`config.mk`:
```
export PLATFORM = sky130hd
export DESIGN_NAME = sorted_array_table
export DESIGN_NICKNAME = d
export VERILOG_FILES = /design/src/rtl/sat_pkg.sv /design/src/rtl/sorted_array_table.sv /design/src/rtl/sat_ram.sv /design/src/rtl/sat_ctrl.sv /design/src/rtl/sat_dp.sv
export SDC_FILE = /design/constraint.sdc
export NUM_CORES = 2
export LEC_CHECK = 0
export BUFFER_PORTS_ARGS = -buffer_cell sky130_fd_sc_hd__clkbuf_2
export CAP_MARGIN = 20
export CORE_MARGIN = 1.5
export CORE_UTILIZATION = 40
export CTS_BUF_LIST = sky130_fd_sc_hd__clkbuf_4 sky130_fd_sc_hd__clkbuf_8 sky130_fd_sc_hd__clkbuf_16
export CTS_CLUSTER_DIAMETER = 50
export DETAILED_ROUTE_END_ITERATION = 12
export PLACE_DENSITY = 0.56
export SLEW_MARGIN = 15
export SYNTH_ARGS = -nofsm -noshare
export SYNTH_HDL_FRONTEND = slang
export SYNTH_HIERARCHICAL = 1
export SYNTH_SLANG_ARGS = --single-unit
```
`constraint.sdc`:
```
create_clock -name clk -period 7.9 [get_ports clk]
set_input_delay 2.37 -clock clk [delete_from_list [all_inputs] [get_ports clk]]
set_output_delay 2.37 -clock clk [all_outputs]
set_load 0.005 [all_outputs]
```
`src/rtl/sat_pkg.sv`:
```
// Shared types, sizes and codes of the sorted array table.
// Used by the controller, datapath and top level; depends on nothing else.
`default_nettype none

package sat_pkg;

    // Storage sizing.
    localparam int TABLE_DEPTH = 64;
    localparam int VALUE_WIDTH = 32;
    localparam int ADDR_W      = $clog2(TABLE_DEPTH);
    localparam int CNT_W       = $clog2(TABLE_DEPTH + 1);

    // Fixed widths of the beat fields.
    localparam int ACT_W       = 3;
    localparam int IDX_W       = 7;
    localparam int FIELD_VAL_W = 32;
    localparam int STATUS_W    = 3;

    // Width of positions that must hold both an index field and the count.
    localparam int POS_W = (IDX_W > CNT_W) ? IDX_W : CNT_W;

    // Configuration register indexes.
    localparam int CFG_IDX_W = 2;
    localparam logic [CFG_IDX_W-1:0] CFG_SORTED = CFG_IDX_W'(0);
    localparam logic [CFG_IDX_W-1:0] CFG_UNIQUE = CFG_IDX_W'(1);
    localparam logic [CFG_IDX_W-1:0] CFG_SIGNED = CFG_IDX_W'(2);

    // Action codes.
    localparam logic [ACT_W-1:0] ACT_READ      = ACT_W'(0);
    localparam logic [ACT_W-1:0] ACT_OVERWRITE = ACT_W'(1);
    localparam logic [ACT_W-1:0] ACT_INSERT    = ACT_W'(2);
    localparam logic [ACT_W-1:0] ACT_APPEND    = ACT_W'(3);
    localparam logic [ACT_W-1:0] ACT_ADD       = ACT_W'(4);
    localparam logic [ACT_W-1:0] ACT_REMOVE    = ACT_W'(5);
    localparam logic [ACT_W-1:0] ACT_FIND      = ACT_W'(6);

    // Result status codes.
    localparam logic [STATUS_W-1:0] ST_OK            = STATUS_W'(0);
    localparam logic [STATUS_W-1:0] ST_RANGE         = STATUS_W'(1);
    localparam logic [STATUS_W-1:0] ST_DUPLICATE     = STATUS_W'(2);
    localparam logic [STATUS_W-1:0] ST_FULL          = STATUS_W'(3);
    localparam logic [STATUS_W-1:0] ST_NOT_FOUND     = STATUS_W'(4);
    localparam logic [STATUS_W-1:0] ST_APPEND_SORTED = STATUS_W'(5);

    // Datapath micro-operations issued by the controller.
    localparam int OP_W = 5;
    localparam logic [OP_W-1:0] OP_NONE      = OP_W'(0);
    localparam logic [OP_W-1:0] OP_LOAD      = OP_W'(1);
    localparam logic [OP_W-1:0] OP_SRCH_INIT = OP_W'(2);
    localparam logic [OP_W-1:0] OP_SRCH_RD   = OP_W'(3);
    localparam logic [OP_W-1:0] OP_SRCH_STEP = OP_W'(4);
    localparam logic [OP_W-1:0] OP_POS_RD    = OP_W'(5);
    localparam logic [OP_W-1:0] OP_SCAN_NEXT = OP_W'(6);
    localparam logic [OP_W-1:0] OP_INS_INIT  = OP_W'(7);
    localparam logic [OP_W-1:0] OP_SHUP_INIT = OP_W'(8);
    localparam logic [OP_W-1:0] OP_SHUP_RD   = OP_W'(9);
    localparam logic [OP_W-1:0] OP_SHUP_WR   = OP_W'(10);
    localparam logic [OP_W-1:0] OP_INS_WR    = OP_W'(11);
    localparam logic [OP_W-1:0] OP_SHDN_INIT = OP_W'(12);
    localparam logic [OP_W-1:0] OP_SHDN_RD   = OP_W'(13);
    localparam logic [OP_W-1:0] OP_SHDN_WR   = OP_W'(14);
    localparam logic [OP_W-1:0] OP_REM_DONE  = OP_W'(15);
    localparam logic [OP_W-1:0] OP_RD_IDX    = OP_W'(16);
    localparam logic [OP_W-1:0] OP_RD_DONE   = OP_W'(17);
    localparam logic [OP_W-1:0] OP_WR_IDX    = OP_W'(18);
    localparam logic [OP_W-1:0] OP_WR_POS    = OP_W'(19);
    localparam logic [OP_W-1:0] OP_APPEND    = OP_W'(20);
    localparam logic [OP_W-1:0] OP_EMIT_ZERO = OP_W'(21);
    localparam logic [OP_W-1:0] OP_EMIT_POS  = OP_W'(22);

    typedef struct packed {
        logic [ACT_W-1:0]       action;
        logic [IDX_W-1:0]       index;
        logic [FIELD_VAL_W-1:0] value;
    } req_item_t;

    typedef struct packed {
        logic [STATUS_W-1:0]    status;
        logic [IDX_W-1:0]       result_index;
        logic [FIELD_VAL_W-1:0] read_value;
        logic [IDX_W-1:0]       entry_count_out;
    } rsp_item_t;

    typedef struct packed {
        logic [OP_W-1:0]     op;
        logic [STATUS_W-1:0] status;
    } dp_cmd_t;

    typedef struct packed {
        logic [ACT_W-1:0] act;
        logic             idx_ge_cnt;
        logic             idx_gt_cnt;
        logic             full;
        logic             sorted;
        logic             unique_on;
        logic             lo_lt_hi;
        logic             lo_lt_cnt;
        logic             rd_eq;
        logic             shup_more;
        logic             shdn_more;
        logic             out_free;
    } dp_status_t;

endpackage

`default_nettype wire

```
`src/rtl/sorted_array_table.sv`:
```
// Top level of the sorted array table: controller, datapath and entry RAM.
// Depends on sat_pkg, sat_ctrl, sat_dp and sat_ram.
//
// Usage:
//   Request beats (req_valid, req_stall, req_item) carry an action, an index
//   and a value; each accepted beat yields exactly one response beat
//   (rsp_valid, rsp_stall, rsp_item) with status, result index, read value and
//   the entry count after the action. The block works on one request at a time
//   and holds req_stall high until it is idle again, so it takes no new request
//   before the response to the last one is loaded. A dispatch step checks each
//   request; errors, overwrite, append, unsorted add and the unused code respond
//   from it. A read adds a RAM read step; insert and remove shift entries one
//   by one; find scans (unsorted) or binary-searches (sorted) and then checks
//   the position found; a sorted add that inserts then shifts like an insert.
//   Each moved entry is read and then written back in the next cycle. A step
//   that produces a response waits while the output register holds a stalled
//   one; the next request is taken in the cycle after the response is loaded.
//   Configuration writes (cfg_valid, cfg_ready always high) set the modes;
//   issue them only while the block is idle. Reset clears the entry count, the
//   modes and the output valid; entry contents are never read before written.
`default_nettype none

module sorted_array_table (
    input  wire logic                          clk,
    input  wire logic                          rst_n,
    input  wire logic                          req_valid,
    output logic                               req_stall,
    input  wire sat_pkg::req_item_t            req_item,
    output logic                               rsp_valid,
    input  wire logic                          rsp_stall,
    output sat_pkg::rsp_item_t                 rsp_item,
    input  wire logic                          cfg_valid,
    output logic                               cfg_ready,
    input  wire logic [sat_pkg::CFG_IDX_W-1:0] cfg_index,
    input  wire logic                          cfg_data
);

    sat_pkg::dp_cmd_t    cmd;
    sat_pkg::dp_status_t sts;

    // Registers are plain flops; a write always lands in its cycle.
    assign cfg_ready = 1'b1;

    sat_ctrl u_ctrl (
        .clk       (clk),
        .rst_n     (rst_n),
        .req_valid (req_valid),
        .req_stall (req_stall),
        .sts       (sts),
        .cmd       (cmd)
    );

    sat_dp u_dp (
        .clk       (clk),
        .rst_n     (rst_n),
        .req_item  (req_item),
        .rsp_item  (rsp_item),
        .rsp_valid (rsp_valid),
        .rsp_stall (rsp_stall),
        .cfg_valid (cfg_valid && cfg_ready),
        .cfg_index (cfg_index),
        .cfg_data  (cfg_data),
        .cmd       (cmd),
        .sts       (sts)
    );

endmodule

`default_nettype wire

```
`src/rtl/sat_ram.sv`:
```
// Generic single-write, single-read RAM with a registered read port.
// Stand-alone; no package needed.
`default_nettype none

module sat_ram #(
    parameter int WIDTH = 32,
    parameter int DEPTH = 64
) (
    input  wire logic                     clk,
    input  wire logic                     we,
    input  wire logic [$clog2(DEPTH)-1:0] waddr,
    input  wire logic [WIDTH-1:0]         wdata,
    input  wire logic                     re,
    input  wire logic [$clog2(DEPTH)-1:0] raddr,
    output logic      [WIDTH-1:0]         rdata
);

    logic [WIDTH-1:0] mem_reg [DEPTH];
    logic [WIDTH-1:0] rdata_reg;

    always_ff @(posedge clk)
    begin
        if (we)
        begin
            mem_reg[waddr] <= wdata;
        end
        if (re)
        begin
            rdata_reg <= mem_reg[raddr];
        end
    end

    assign rdata = rdata_reg;

endmodule

`default_nettype wire

```
`src/rtl/sat_ctrl.sv`:
```
// Controller state machine of the sorted array table.
// Depends on sat_pkg; drives micro-operations into sat_dp.
`default_nettype none

module sat_ctrl (
    input  wire logic                clk,
    input  wire logic                rst_n,
    input  wire logic                req_valid,
    output logic                     req_stall,
    input  wire sat_pkg::dp_status_t sts,
    output sat_pkg::dp_cmd_t         cmd
);

    localparam int ST_W = 4;
    localparam logic [ST_W-1:0] S_IDLE      = ST_W'(0);
    localparam logic [ST_W-1:0] S_DISP      = ST_W'(1);
    localparam logic [ST_W-1:0] S_BS        = ST_W'(2);
    localparam logic [ST_W-1:0] S_BS_STEP   = ST_W'(3);
    localparam logic [ST_W-1:0] S_BS_CHK    = ST_W'(4);
    localparam logic [ST_W-1:0] S_SCAN      = ST_W'(5);
    localparam logic [ST_W-1:0] S_SCAN_STEP = ST_W'(6);
    localparam logic [ST_W-1:0] S_SHUP      = ST_W'(7);
    localparam logic [ST_W-1:0] S_SHUP_WR   = ST_W'(8);
    localparam logic [ST_W-1:0] S_SHDN      = ST_W'(9);
    localparam logic [ST_W-1:0] S_SHDN_WR   = ST_W'(10);
    localparam logic [ST_W-1:0] S_RD_DONE   = ST_W'(11);

    logic [ST_W-1:0]              state_reg;
    logic [ST_W-1:0]              state_next;
    logic [ST_W-1:0]              state_c;
    logic [sat_pkg::OP_W-1:0]     op_c;
    logic [sat_pkg::STATUS_W-1:0] status_c;
    logic                         emits_c;

    // Outcome of a search once the position is known.
    logic                         found_w;
    logic [ST_W-1:0]              res_state;
    logic [sat_pkg::OP_W-1:0]     res_op;
    logic [sat_pkg::STATUS_W-1:0] res_status;
    logic                         res_emits;

    assign found_w = ((state_reg == S_BS_CHK) || (state_reg == S_SCAN_STEP)) && sts.rd_eq;

    always_comb
    begin
        res_state  = S_IDLE;
        res_op     = sat_pkg::OP_EMIT_POS;
        res_status = sat_pkg::ST_OK;
        res_emits  = 1'b1;
        if (sts.act == sat_pkg::ACT_FIND)
        begin
            res_status = found_w ? sat_pkg::ST_OK : sat_pkg::ST_NOT_FOUND;
        end
        else if (found_w)
        begin
            if (sts.unique_on)
            begin
                res_status = sat_pkg::ST_DUPLICATE;
            end
            else
            begin
                res_op = sat_pkg::OP_WR_POS;
            end
        end
        else if (sts.full)
        begin
            res_op     = sat_pkg::OP_EMIT_ZERO;
            res_status = sat_pkg::ST_FULL;
        end
        else
        begin
            res_op    = sat_pkg::OP_SHUP_INIT;
            res_state = S_SHUP;
            res_emits = 1'b0;
        end
    end

    always_comb
    begin
        state_c  = state_reg;
        op_c     = sat_pkg::OP_NONE;
        status_c = sat_pkg::ST_OK;
        emits_c  = 1'b0;
        case (state_reg)
            S_IDLE:
            begin
                if (req_valid)
                begin
                    op_c    = sat_pkg::OP_LOAD;
                    state_c = S_DISP;
                end
            end
            S_DISP:
            begin
                state_c = S_IDLE;
                case (sts.act)
                    sat_pkg::ACT_READ:
                    begin
                        if (sts.idx_ge_cnt)
                        begin
                            op_c     = sat_pkg::OP_EMIT_ZERO;
                            status_c = sat_pkg::ST_RANGE;
                            emits_c  = 1'b1;
                        end
                        else
                        begin
                            op_c    = sat_pkg::OP_RD_IDX;
                            state_c = S_RD_DONE;
                        end
                    end
                    sat_pkg::ACT_OVERWRITE:
                    begin
                        emits_c = 1'b1;
                        if (sts.idx_ge_cnt)
                        begin
                            op_c     = sat_pkg::OP_EMIT_ZERO;
                            status_c = sat_pkg::ST_RANGE;
                        end
                        else
                        begin
                            op_c = sat_pkg::OP_WR_IDX;
                        end
                    end
                    sat_pkg::ACT_INSERT:
                    begin
                        if (sts.idx_gt_cnt || sts.full)
                        begin
                            op_c     = sat_pkg::OP_EMIT_ZERO;
                            status_c = sts.idx_gt_cnt ? sat_pkg::ST_RANGE : sat_pkg::ST_FULL;
                            emits_c  = 1'b1;
                        end
                        else
                        begin
                            op_c    = sat_pkg::OP_INS_INIT;
                            state_c = S_SHUP;
                        end
                    end
                    sat_pkg::ACT_APPEND,
                    sat_pkg::ACT_ADD:
                    begin
                        if (sts.sorted && (sts.act == sat_pkg::ACT_APPEND))
                        begin
                            op_c     = sat_pkg::OP_EMIT_ZERO;
                            status_c = sat_pkg::ST_APPEND_SORTED;
                            emits_c  = 1'b1;
                        end
                        else if (sts.sorted)
                        begin
                            op_c    = sat_pkg::OP_SRCH_INIT;
                            state_c = S_BS;
                        end
                        else if (sts.full)
                        begin
                            op_c     = sat_pkg::OP_EMIT_ZERO;
                            status_c = sat_pkg::ST_FULL;
                            emits_c  = 1'b1;
                        end
                        else
                        begin
                            op_c    = sat_pkg::OP_APPEND;
                            emits_c = 1'b1;
                        end
                    end
                    sat_pkg::ACT_REMOVE:
                    begin
                        if (sts.idx_ge_cnt)
                        begin
                            op_c     = sat_pkg::OP_EMIT_ZERO;
                            status_c = sat_pkg::ST_RANGE;
                            emits_c  = 1'b1;
                        end
                        else
                        begin
                            op_c    = sat_pkg::OP_SHDN_INIT;
                            state_c = S_SHDN;
                        end
                    end
                    sat_pkg::ACT_FIND:
                    begin
                        op_c    = sat_pkg::OP_SRCH_INIT;
                        state_c = sts.sorted ? S_BS : S_SCAN;
                    end
                    default:
                    begin
                        // Unused action code: no change, plain ok result.
                        op_c    = sat_pkg::OP_EMIT_ZERO;
                        emits_c = 1'b1;
                    end
                endcase
            end
            S_BS:
            begin
                if (sts.lo_lt_hi)
                begin
                    op_c    = sat_pkg::OP_SRCH_RD;
                    state_c = S_BS_STEP;
                end
                else if (sts.lo_lt_cnt)
                begin
                    op_c    = sat_pkg::OP_POS_RD;
                    state_c = S_BS_CHK;
                end
                else
                begin
                    op_c     = res_op;
                    status_c = res_status;
                    state_c  = res_state;
                    emits_c  = res_emits;
                end
            end
            S_BS_STEP:
            begin
                op_c    = sat_pkg::OP_SRCH_STEP;
                state_c = S_BS;
            end
            S_BS_CHK:
            begin
                op_c     = res_op;
                status_c = res_status;
                state_c  = res_state;
                emits_c  = res_emits;
            end
            S_SCAN:
            begin
                if (sts.lo_lt_cnt)
                begin
                    op_c    = sat_pkg::OP_POS_RD;
                    state_c = S_SCAN_STEP;
                end
                else
                begin
                    op_c     = res_op;
                    status_c = res_status;
                    state_c  = res_state;
                    emits_c  = res_emits;
                end
            end
            S_SCAN_STEP:
            begin
                if (sts.rd_eq)
                begin
                    op_c     = res_op;
                    status_c = res_status;
                    state_c  = res_state;
                    emits_c  = res_emits;
                end
                else
                begin
                    op_c    = sat_pkg::OP_SCAN_NEXT;
                    state_c = S_SCAN;
                end
            end
            S_SHUP:
            begin
                if (sts.shup_more)
                begin
                    op_c    = sat_pkg::OP_SHUP_RD;
                    state_c = S_SHUP_WR;
                end
                else
                begin
                    op_c    = sat_pkg::OP_INS_WR;
                    emits_c = 1'b1;
                    state_c = S_IDLE;
                end
            end
            S_SHUP_WR:
            begin
                op_c    = sat_pkg::OP_SHUP_WR;
                state_c = S_SHUP;
            end
            S_SHDN:
            begin
                if (sts.shdn_more)
                begin
                    op_c    = sat_pkg::OP_SHDN_RD;
                    state_c = S_SHDN_WR;
                end
                else
                begin
                    op_c    = sat_pkg::OP_REM_DONE;
                    emits_c = 1'b1;
                    state_c = S_IDLE;
                end
            end
            S_SHDN_WR:
            begin
                op_c    = sat_pkg::OP_SHDN_WR;
                state_c = S_SHDN;
            end
            S_RD_DONE:
            begin
                op_c    = sat_pkg::OP_RD_DONE;
                emits_c = 1'b1;
                state_c = S_IDLE;
            end
            default:
            begin
                state_c = S_IDLE;
            end
        endcase
    end

    // A step that produces the result waits while the output register holds a result the receiver stalls.
    always_comb
    begin
        cmd.op     = op_c;
        cmd.status = status_c;
        state_next = state_c;
        if (emits_c && !sts.out_free)
        begin
            cmd.op     = sat_pkg::OP_NONE;
            state_next = state_reg;
        end
    end

    always_ff @(posedge clk or negedge rst_n)
    begin
        if (!rst_n)
        begin
            state_reg <= S_IDLE;
        end
        else
        begin
            state_reg <= state_next;
        end
    end

    assign req_stall = (state_reg != S_IDLE);

endmodule

`default_nettype wire

```
`src/rtl/sat_dp.sv`:
```
// Datapath of the sorted array table: operands, count, search bounds,
// shift pointer, configuration and the result register. Depends on sat_pkg and sat_ram.
`default_nettype none

module sat_dp (
    input  wire logic                               clk,
    input  wire logic                               rst_n,
    input  wire sat_pkg::req_item_t                 req_item,
    output sat_pkg::rsp_item_t                      rsp_item,
    output logic                                    rsp_valid,
    input  wire logic                               rsp_stall,
    input  wire logic                               cfg_valid,
    input  wire logic [sat_pkg::CFG_IDX_W-1:0]      cfg_index,
    input  wire logic                               cfg_data,
    input  wire sat_pkg::dp_cmd_t                   cmd,
    output sat_pkg::dp_status_t                     sts
);

    localparam int PW = sat_pkg::POS_W;
    localparam int VW = sat_pkg::VALUE_WIDTH;
    localparam int AW = sat_pkg::ADDR_W;

    logic [sat_pkg::ACT_W-1:0] act_reg, act_next;
    logic [PW-1:0]             idx_reg, idx_next;
    logic [VW-1:0]             val_reg, val_next;
    logic [sat_pkg::CNT_W-1:0] cnt_reg, cnt_next;
    logic [PW-1:0]             lo_reg, lo_next;
    logic [PW-1:0]             hi_reg, hi_next;
    logic [PW-1:0]             ptr_reg, ptr_next;
    logic                      sorted_reg, unique_reg, signed_reg;
    logic                      rsp_valid_reg, rsp_valid_next;
    sat_pkg::rsp_item_t        rsp_item_reg, emit_item;
    logic                      emit;

    logic [PW-1:0] cnt_ext;
    logic [PW:0]   mid_sum;
    logic [PW-1:0] mid;
    logic [PW-1:0] ptr_dec;
    logic [PW-1:0] ptr_inc;
    logic [VW-1:0] sign_flip;
    logic          rd_less;

    logic          ram_we, ram_re;
    logic [AW-1:0] ram_waddr, ram_raddr;
    logic [VW-1:0] ram_wdata, ram_rdata;

    sat_ram #(
        .WIDTH (VW),
        .DEPTH (sat_pkg::TABLE_DEPTH)
    ) u_store (
        .clk   (clk),
        .we    (ram_we),
        .waddr (ram_waddr),
        .wdata (ram_wdata),
        .re    (ram_re),
        .raddr (ram_raddr),
        .rdata (ram_rdata)
    );

    assign cnt_ext   = PW'(cnt_reg);
    assign mid_sum   = {1'b0, lo_reg} + {1'b0, hi_reg};
    assign mid       = mid_sum[PW:1];
    assign ptr_dec   = ptr_reg - PW'(1);
    assign ptr_inc   = ptr_reg + PW'(1);
    // Two's complement order is unsigned order with the sign bits inverted.
    assign sign_flip = VW'(signed_reg) << (VW - 1);
    assign rd_less   = (ram_rdata ^ sign_flip) < (val_reg ^ sign_flip);

    always_comb
    begin
        act_next  = act_reg;
        idx_next  = idx_reg;
        val_next  = val_reg;
        cnt_next  = cnt_reg;
        lo_next   = lo_reg;
        hi_next   = hi_reg;
        ptr_next  = ptr_reg;
        ram_we    = 1'b0;
        ram_waddr = lo_reg[AW-1:0];
        ram_wdata = val_reg;
        ram_re    = 1'b0;
        ram_raddr = lo_reg[AW-1:0];
        emit      = 1'b0;
        emit_item.status       = cmd.status;
        emit_item.result_index = '0;
        emit_item.read_value   = '0;
        case (cmd.op)
            sat_pkg::OP_LOAD:
            begin
                act_next = req_item.action;
                idx_next = PW'(req_item.index);
                val_next = VW'(req_item.value);
            end
            sat_pkg::OP_SRCH_INIT:
            begin
                lo_next = '0;
                hi_next = cnt_ext;
            end
            sat_pkg::OP_SRCH_RD:
            begin
                ram_re    = 1'b1;
                ram_raddr = mid[AW-1:0];
            end
            sat_pkg::OP_SRCH_STEP:
            begin
                if (rd_less)
                begin
                    lo_next = mid + PW'(1);
                end
                else
                begin
                    hi_next = mid;
                end
            end
            sat_pkg::OP_POS_RD:
            begin
                ram_re = 1'b1;
            end
            sat_pkg::OP_SCAN_NEXT:
            begin
                lo_next = lo_reg + PW'(1);
            end
            sat_pkg::OP_INS_INIT:
            begin
                lo_next  = idx_reg;
                ptr_next = cnt_ext;
            end
            sat_pkg::OP_SHUP_INIT:
            begin
                ptr_next = cnt_ext;
            end
            sat_pkg::OP_SHUP_RD:
            begin
                ram_re    = 1'b1;
                ram_raddr = ptr_dec[AW-1:0];
            end
            sat_pkg::OP_SHUP_WR:
            begin
                ram_we    = 1'b1;
                ram_waddr = ptr_reg[AW-1:0];
                ram_wdata = ram_rdata;
                ptr_next  = ptr_dec;
            end
            sat_pkg::OP_INS_WR:
            begin
                ram_we   = 1'b1;
                cnt_next = cnt_reg + sat_pkg::CNT_W'(1);
                emit     = 1'b1;
                emit_item.result_index = sat_pkg::IDX_W'(lo_reg);
            end
            sat_pkg::OP_SHDN_INIT:
            begin
                ptr_next = idx_reg;
            end
            sat_pkg::OP_SHDN_RD:
            begin
                ram_re    = 1'b1;
                ram_raddr = ptr_inc[AW-1:0];
            end
            sat_pkg::OP_SHDN_WR:
            begin
                ram_we    = 1'b1;
                ram_waddr = ptr_reg[AW-1:0];
                ram_wdata = ram_rdata;
                ptr_next  = ptr_inc;
            end
            sat_pkg::OP_REM_DONE:
            begin
                cnt_next = cnt_reg - sat_pkg::CNT_W'(1);
                emit     = 1'b1;
                emit_item.result_index = sat_pkg::IDX_W'(idx_reg);
            end
            sat_pkg::OP_RD_IDX:
            begin
                ram_re    = 1'b1;
                ram_raddr = idx_reg[AW-1:0];
            end
            sat_pkg::OP_RD_DONE:
            begin
                emit = 1'b1;
                emit_item.result_index = sat_pkg::IDX_W'(idx_reg);
                emit_item.read_value   = sat_pkg::FIELD_VAL_W'(ram_rdata);
            end
            sat_pkg::OP_WR_IDX:
            begin
                ram_we    = 1'b1;
                ram_waddr = idx_reg[AW-1:0];
                emit      = 1'b1;
                emit_item.result_index = sat_pkg::IDX_W'(idx_reg);
            end
            sat_pkg::OP_WR_POS:
            begin
                ram_we = 1'b1;
                emit   = 1'b1;
                emit_item.result_index = sat_pkg::IDX_W'(lo_reg);
            end
            sat_pkg::OP_APPEND:
            begin
                ram_we    = 1'b1;
                ram_waddr = cnt_reg[AW-1:0];
                cnt_next  = cnt_reg + sat_pkg::CNT_W'(1);
                emit      = 1'b1;
                emit_item.result_index = sat_pkg::IDX_W'(cnt_reg);
            end
            sat_pkg::OP_EMIT_ZERO:
            begin
                emit = 1'b1;
            end
            sat_pkg::OP_EMIT_POS:
            begin
                emit = 1'b1;
                emit_item.result_index = sat_pkg::IDX_W'(lo_reg);
            end
            default:
            begin
            end
        endcase
        emit_item.entry_count_out = sat_pkg::IDX_W'(cnt_next);
    end

    always_comb
    begin
        rsp_valid_next = rsp_valid_reg;
        if (emit)
        begin
            rsp_valid_next = 1'b1;
        end
        else if (rsp_valid_reg && !rsp_stall)
        begin
            rsp_valid_next = 1'b0;
        end
    end

    always_ff @(posedge clk or negedge rst_n)
    begin
        if (!rst_n)
        begin
            cnt_reg       <= '0;
            rsp_valid_reg <= 1'b0;
            sorted_reg    <= 1'b0;
            unique_reg    <= 1'b0;
            signed_reg    <= 1'b0;
        end
        else
        begin
            cnt_reg       <= cnt_next;
            rsp_valid_reg <= rsp_valid_next;
            if (cfg_valid)
            begin
                case (cfg_index)
                    sat_pkg::CFG_SORTED: sorted_reg <= cfg_data;
                    sat_pkg::CFG_UNIQUE: unique_reg <= cfg_data;
                    sat_pkg::CFG_SIGNED: signed_reg <= cfg_data;
                    default:
                    begin
                    end
                endcase
            end
        end
    end

    always_ff @(posedge clk)
    begin
        act_reg <= act_next;
        idx_reg <= idx_next;
        val_reg <= val_next;
        lo_reg  <= lo_next;
        hi_reg  <= hi_next;
        ptr_reg <= ptr_next;
        if (emit)
        begin
            rsp_item_reg <= emit_item;
        end
    end

    assign sts.act        = act_reg;
    assign sts.idx_ge_cnt = (idx_reg >= cnt_ext);
    assign sts.idx_gt_cnt = (idx_reg > cnt_ext);
    assign sts.full       = (cnt_reg >= sat_pkg::CNT_W'(sat_pkg::TABLE_DEPTH));
    assign sts.sorted     = sorted_reg;
    assign sts.unique_on  = unique_reg;
    assign sts.lo_lt_hi   = (lo_reg < hi_reg);
    assign sts.lo_lt_cnt  = (lo_reg < cnt_ext);
    assign sts.rd_eq      = (ram_rdata == val_reg);
    assign sts.shup_more  = (ptr_reg > lo_reg);
    assign sts.shdn_more  = (ptr_inc < cnt_ext);
    assign sts.out_free   = !rsp_valid_reg || !rsp_stall;

    assign rsp_valid = rsp_valid_reg;
    assign rsp_item  = rsp_item_reg;

    // The count never passes the table depth.
    a_cnt_bound: assert property (@(posedge clk) disable iff (!rst_n)
        cnt_reg <= sat_pkg::CNT_W'(sat_pkg::TABLE_DEPTH))
        else $error("entry count above table depth");

    // A result is never loaded over one that is still held by the receiver.
    a_no_overrun: assert property (@(posedge clk) disable iff (!rst_n)
        emit |-> !(rsp_valid_reg && rsp_stall))
        else $error("result register overrun");

    // The count moves only with the step that delivers the result.
    a_cnt_on_emit: assert property (@(posedge clk) disable iff (!rst_n)
        !$stable(cnt_reg) |-> $past(emit))
        else $error("entry count changed without a result");

    // Binary search steps only run on a non-empty interval.
    a_search_bounds: assert property (@(posedge clk) disable iff (!rst_n)
        (cmd.op == sat_pkg::OP_SRCH_STEP) |-> (lo_reg < hi_reg))
        else $error("search step on empty interval");

    // Upward shift writes stay inside the occupied part plus one free slot.
    a_shift_up_addr: assert property (@(posedge clk) disable iff (!rst_n)
        (cmd.op == sat_pkg::OP_SHUP_WR) |-> (ptr_reg <= cnt_ext && ptr_reg > lo_reg))
        else $error("shift-up write out of range");

endmodule

`default_nettype wire

```
Yosys cells after proc, flatten, opt, wreduce, memory -nomap -nowiden

Memory sizes are Yosys's and may differ from the RTL's. A register that Yosys moved wholly into a read port is not among the register bits.
Cells that the tools add are included.

Add/subtract/negate cells: 7
$lt $le $gt $ge: 8
Equality and inequality tests: 45
Muxes and demuxes: 84
Bitwise logic cells: 3
Reduce and logical (&&, ||, !) cells: 35

Operator list:

| operator                                             | number |
|---|---|
| XOR 32 bit                                           | 2 |
| case mux 5 bit (12 select lines)                     | 1 |
| case mux 7 bit (4 select lines)                      | 2 |
| two-way mux 5 bit                                    | 11 |
| two-way mux 4 bit                                    | 12 |
| two-way mux 3 bit                                    | 15 |
| case mux 4 bit (11 select lines)                     | 1 |
| equality test 5 x 4 -> 1 bit (second input constant) | 8 |
| equality test 5 bit (second input constant)          | 7 |
| equality test 32 bit                                 | 1 |
| < comparator 32 bit                                  | 1 |
| two-way mux 32 bit                                   | 1 |
| case mux 5 bit (6 select lines)                      | 1 |
| adder 7 x 1 -> 7 bit (second input constant)         | 4 |
| case mux 7 bit (2 select lines)                      | 2 |
| case mux 6 bit (4 select lines)                      | 1 |
| two-way mux 1 bit                                    | 22 |
| < comparator 7 bit                                   | 3 |
| case mux 7 bit (3 select lines)                      | 1 |
| equality test 5 x 3 -> 1 bit (second input constant) | 4 |
| case mux 4 bit (5 select lines)                      | 1 |
| case mux 6 bit (3 select lines)                      | 1 |
| equality test 4 x 3 -> 1 bit (second input constant) | 4 |
| equality test 4 bit (second input constant)          | 4 |
| other kinds (37)                                     | 72 |

Bits in registers: 127
Bits in writable memories: 2048
Input bits: 50
Output and inout bits: 52
Word-level logic and storage cells: 199
Memories kept: 1

Memories:

| memory               | words | width | read ports | clocked after Yosys merged registers in | wr ports | line          | source |
|---|---|---|---|---|---|---|---|
| u_dp.u_store.mem_reg | 64    | 32    | 1          | 1                                       | 1        | sat_ram.sv:18 | `logic [WIDTH-1:0] mem_reg [DEPTH];` |

Longest topological paths before layout

Depth after elaboration: 15
Gate-level depth with buffers: 33

Modules after synthesis

The synthesis kept the hierarchy.

Modules (own cells, without submodules):

| module             | times used | cells each | area each (um^2) | sequential area each (um^2) |
|---|---|---|---|---|
| sat_ram            | 1          | 3511       | 79359.9          | 62459.9 |
| sat_dp             | 1          | 805        | 8002.7           | 3638.5 |
| sat_ctrl           | 1          | 177        | 1253.7           | 100.1 |
| sorted_array_table | 1          | 2          | 11.3             | 0.0 |

Worst setup path after synthesis

No wires, ideal clock.

Path kind: in2reg
From: input port rsp_stall
To: register u_dp/act_reg[0] (netlist name) (enable)
Setup time: 0.546 ns
Data arrival time: 7.756 ns
Required time: 7.354 ns
Setup slack: -0.402 ns
Cell stages on the path: 8
Path buffers: 3
Path through: nand2_1 -> a21o_1 -> a31oi_4 -> a311oi_1 -> buf_1 -> clkbuf_1 -> buf_1 -> nor4_1

RTL lines:

| what                 | line                     | source |
|---|---|---|
| from (decl)          | sorted_array_table.sv:30 | `input wire logic rsp_stall,` |
| to (signal assigned) | sat_dp.sv:264            | `act_reg <= act_next;` |
| to (decl)            | sat_dp.sv:23             | `logic [sat_pkg::ACT_W-1:0] act_reg, act_next;` |

==> run metrics <==
Worst-path clk slew=around 0.060 ns; max reg flops=2048; Yosys top cell area share=between 70% and 80%; max-cap viol count=0; Tmin final=between 7 and 8 ns; ports placed on the boundary=102; first-pass GRT wire length=approximately 360000 um; final hold vios=0; GP Congestion=between 0.9 and 1; number of flops mapped to enable cells by yosys=2192; reg2reg setup slack=0.36 ns; initial antenna violation count=12; endpoint class of the critical path=flip-flop; starting density of the core=40.3%; vias in the first global route=approximately 47000; Layout Utilization=47.3%; worst r2r src=u_dp/u_store/rdata[13]; run status=finished, final reports clean; crit-path max cell delay=0.62 ns; Final period util=a little over nine tenths; reg2reg end=u_dp/u_store/rdata[8]; CP Cell Sequence=ha_1, and4_1, nand2_1, or4_1, nor4_1, buf_4, and4bb_4, nor3_2, a22o_2, a31oi_4, a211oi_2, buf_4, mux2_2, nand3b_1, inv_2, nor2_1, a221o_4, buf_12, buf_12, buf_4, mux4_2, a211oi_1, a311o_1, a21oi_4; register bit total from synthesis=~2200; final global-route overflow total=0; R2R depth=24; average footprint of a synthesized cell=~20 um2; Arrival @ worst endpoint=around 8.1 ns; leading cell types by count after synthesis=2192 x edfxtp_1, 446 x mux4_2, 192 x mux2i_1, 149 x nor2_1, 143 x a22oi_1; CTS max path bufs=3; most frequent cell after synthesis=edfxtp_1; Top cell by count, worst path=buf_4; CTS tree=built; Total Wirelength=about 250000 um; synthesized cell area=a little under 90000 um2; Rel. slew slack=around 25%; Slowest cell on crit path=or4_1; clk_skew=about 0.05 ns; largest net degree at the start of global routing=65; routed wire length per instance=31.2 um; Final Setup Violations=0; clk_lat worst skew=~0.88 ns; Min-Delay Path Class=reg -> reg; Synth cell types=104; TNS Setup=0 ns; fmax=between 0.1 and 0.15 GHz; RSZ-0062 raised after global routing=false; CP Launch Type=flip-flop; row count=~170; DRC=0; synth warn=6; die footprint=between 200000 and 250000 um2; Post-Syn Instances=4495; Synth area leader=edfxtp_1; chip height=about 470 um; Final nets=roughly 5000; WHS Path Cells=1; Critical Path RT=between 8 and 9 ns; number of buffers created by CTS=~230; Min-Delay Endpoint=u_dp/signed_reg; Syn Nets=roughly 4600; First-pass DRT Iterations=6; share of flip-flops with an asynchronous set or reset=0.680%; area growth from synthesis to layout=17.4%; Initial DRC Count=about 5500; CP Max Fanout=24; crit path kind=reg -> reg; ANT nets after route=0; # clock sinks=between 2000 and 2500; DIE WIDTH=about 470 um; GRT Total Usage=22.4%; H-tree depth=4; Hold Startpoint=u_dp/signed_reg; Worst-Margin Slew=1.12 ns; total via count in the routed design=approximately 47000; cts hold-fix bufs=0; DP Wirelength=158000 um; Vias/cell=just under 6; core box area=220000 um2; Max Slew Vio Count=0; Synth Flop Type=edfxtp_1; Seq/Total Area, Yosys=around three quarters; clock root cell=clkbuf_16; Synth area leaders=edfxtp_1 74%, mux4_2 11%, mux2i_1 2.2%, a22oi_1 1.2%, ha_1 1.1%; fraction of layout cells with a size suffix above 1=~28%; PortBufs=100; # Post-CTS Setup Buffers=0
placed cells by master, fill, tap and decap left out, types with 23 or more instances in the layout:
cell	count
edfxtp_1	2192
mux4_2	446
clkbuf_16	235
buf_4	218
mux2i_1	192
a22oi_1	143
nand2_1	134
buf_12	106
clkbuf_2	100
nor2_1	82
a21oi_1	79
ha_1	77
inv_1	72
nand3_1	66
o21ai_0	66
nor2_4	66
clkinv_1	55
clkbuf_4	46
o22ai_1	46
and2_1	37
clkinv_2	35
o21ai_4	32
a211oi_1	29
a31oi_1	28
nor2b_1	26
nand2b_1	25
bufinv_16	23
nor3_1	23
worst max path at each step:
| stage | slack, ns | startpoint | cells past startpoint | endpoint |
|---|---|---|---|---|
| finish | 0.36 | u_dp/u_store/rdata[13] | 24 | u_dp/u_store/rdata[8] |
| global route | 0.009 | u_dp/cnt_ext[1] | 26 | u_dp/u_store/rdata[5] |
| CTS | 0.21 | u_dp/cnt_ext[1] | 26 | u_dp/u_store/rdata[8] |
| detailed placement | -0.06 | u_dp/cnt_ext[1] | 26 | u_dp/u_store/rdata[8] |
| global placement | -0.08 | u_dp/u_store/rdata[13] | 26 | u_dp/u_store/rdata[8] |
| floorplan | 0.53 | u_dp/ptr_reg[0] | 17 | u_dp/u_store/rdata[0] |
metrics by stage:
stage | hold slack (ns) | instances | setup WS, ns | area (um2)
2_1_floorplan | 0.481 | 4495 | 0.530 | 88600
3_3_place_gp | 0.533 | 7616 | -0.0764 | 96000
3_5_place_dp | 0.534 | 7621 | -0.0624 | 96100
4_1_cts | 0.555 | 8057 | 0.207 | 104000
5_1_grt | 0.580 | 8061 | 0.00910 | 104000
6_report | 0.555 | 8070 | 0.363 | 104000
timing repair:
item / CTS / global route
setup endpoints to repair: 1 / 9
resized for setup: 1 / 4
pin swaps: 0 / 1
worst max-delay path, delay by kind of cell, from the launching register on:
family,cells,cell delay (ns)
AOI/OAI and AO/OA,7,2.21
adders and majority gates,1,0.34
buffers and inverters,6,1.36
DFF,1,0.51
muxes,2,0.84
and+or+nand+nor,8,1.88
cells by family (layout without fill, tap and decap cells):
logic type / Yosys count / after routing / share of synthesized area (%)
other cells: 1 / 10 / 0.00423
flops: 2207 / 2207 / 74.7
mux: 642 / 642 / 13.6
fa+ha+maj: 79 / 79 / 1.13
buf+inv: 330 / 938 / 2.03
compound gates: 630 / 630 / 4.98
xor+xnor: 30 / 30 / 0.313
simple gates: 576 / 576 / 3.30
cell type report:
type                            instances  area, um2
Clock inverter                        155       1570
Antenna cell                            9       22.5
Tap cell                             2958       3700
Multi-Input combinational cell       1958      21700
Timing Repair Buffer                  428       4350
Clock buffer                          281       6230
Inverter                               74        278
Fill cell                           18300     116000
Sequential cell                      2207      66200
layer usage:
| layer | routed length, um | track usage [%] | share of wire, % |
|---|---|---|---|
| met5 | 41 | 0 | 0.016 |
| met3 | 18200 | 3.63 | 7.2 |
| met4 | 7840 | 7.24 | 3.1 |
| met2 | 117000 | 35.0 | 47 |
| met1 | 108000 | 32.0 | 43 |
Power is not shown: default switching activity piles up to over one toggle a cycle in this logic, so the estimate is an artifact.
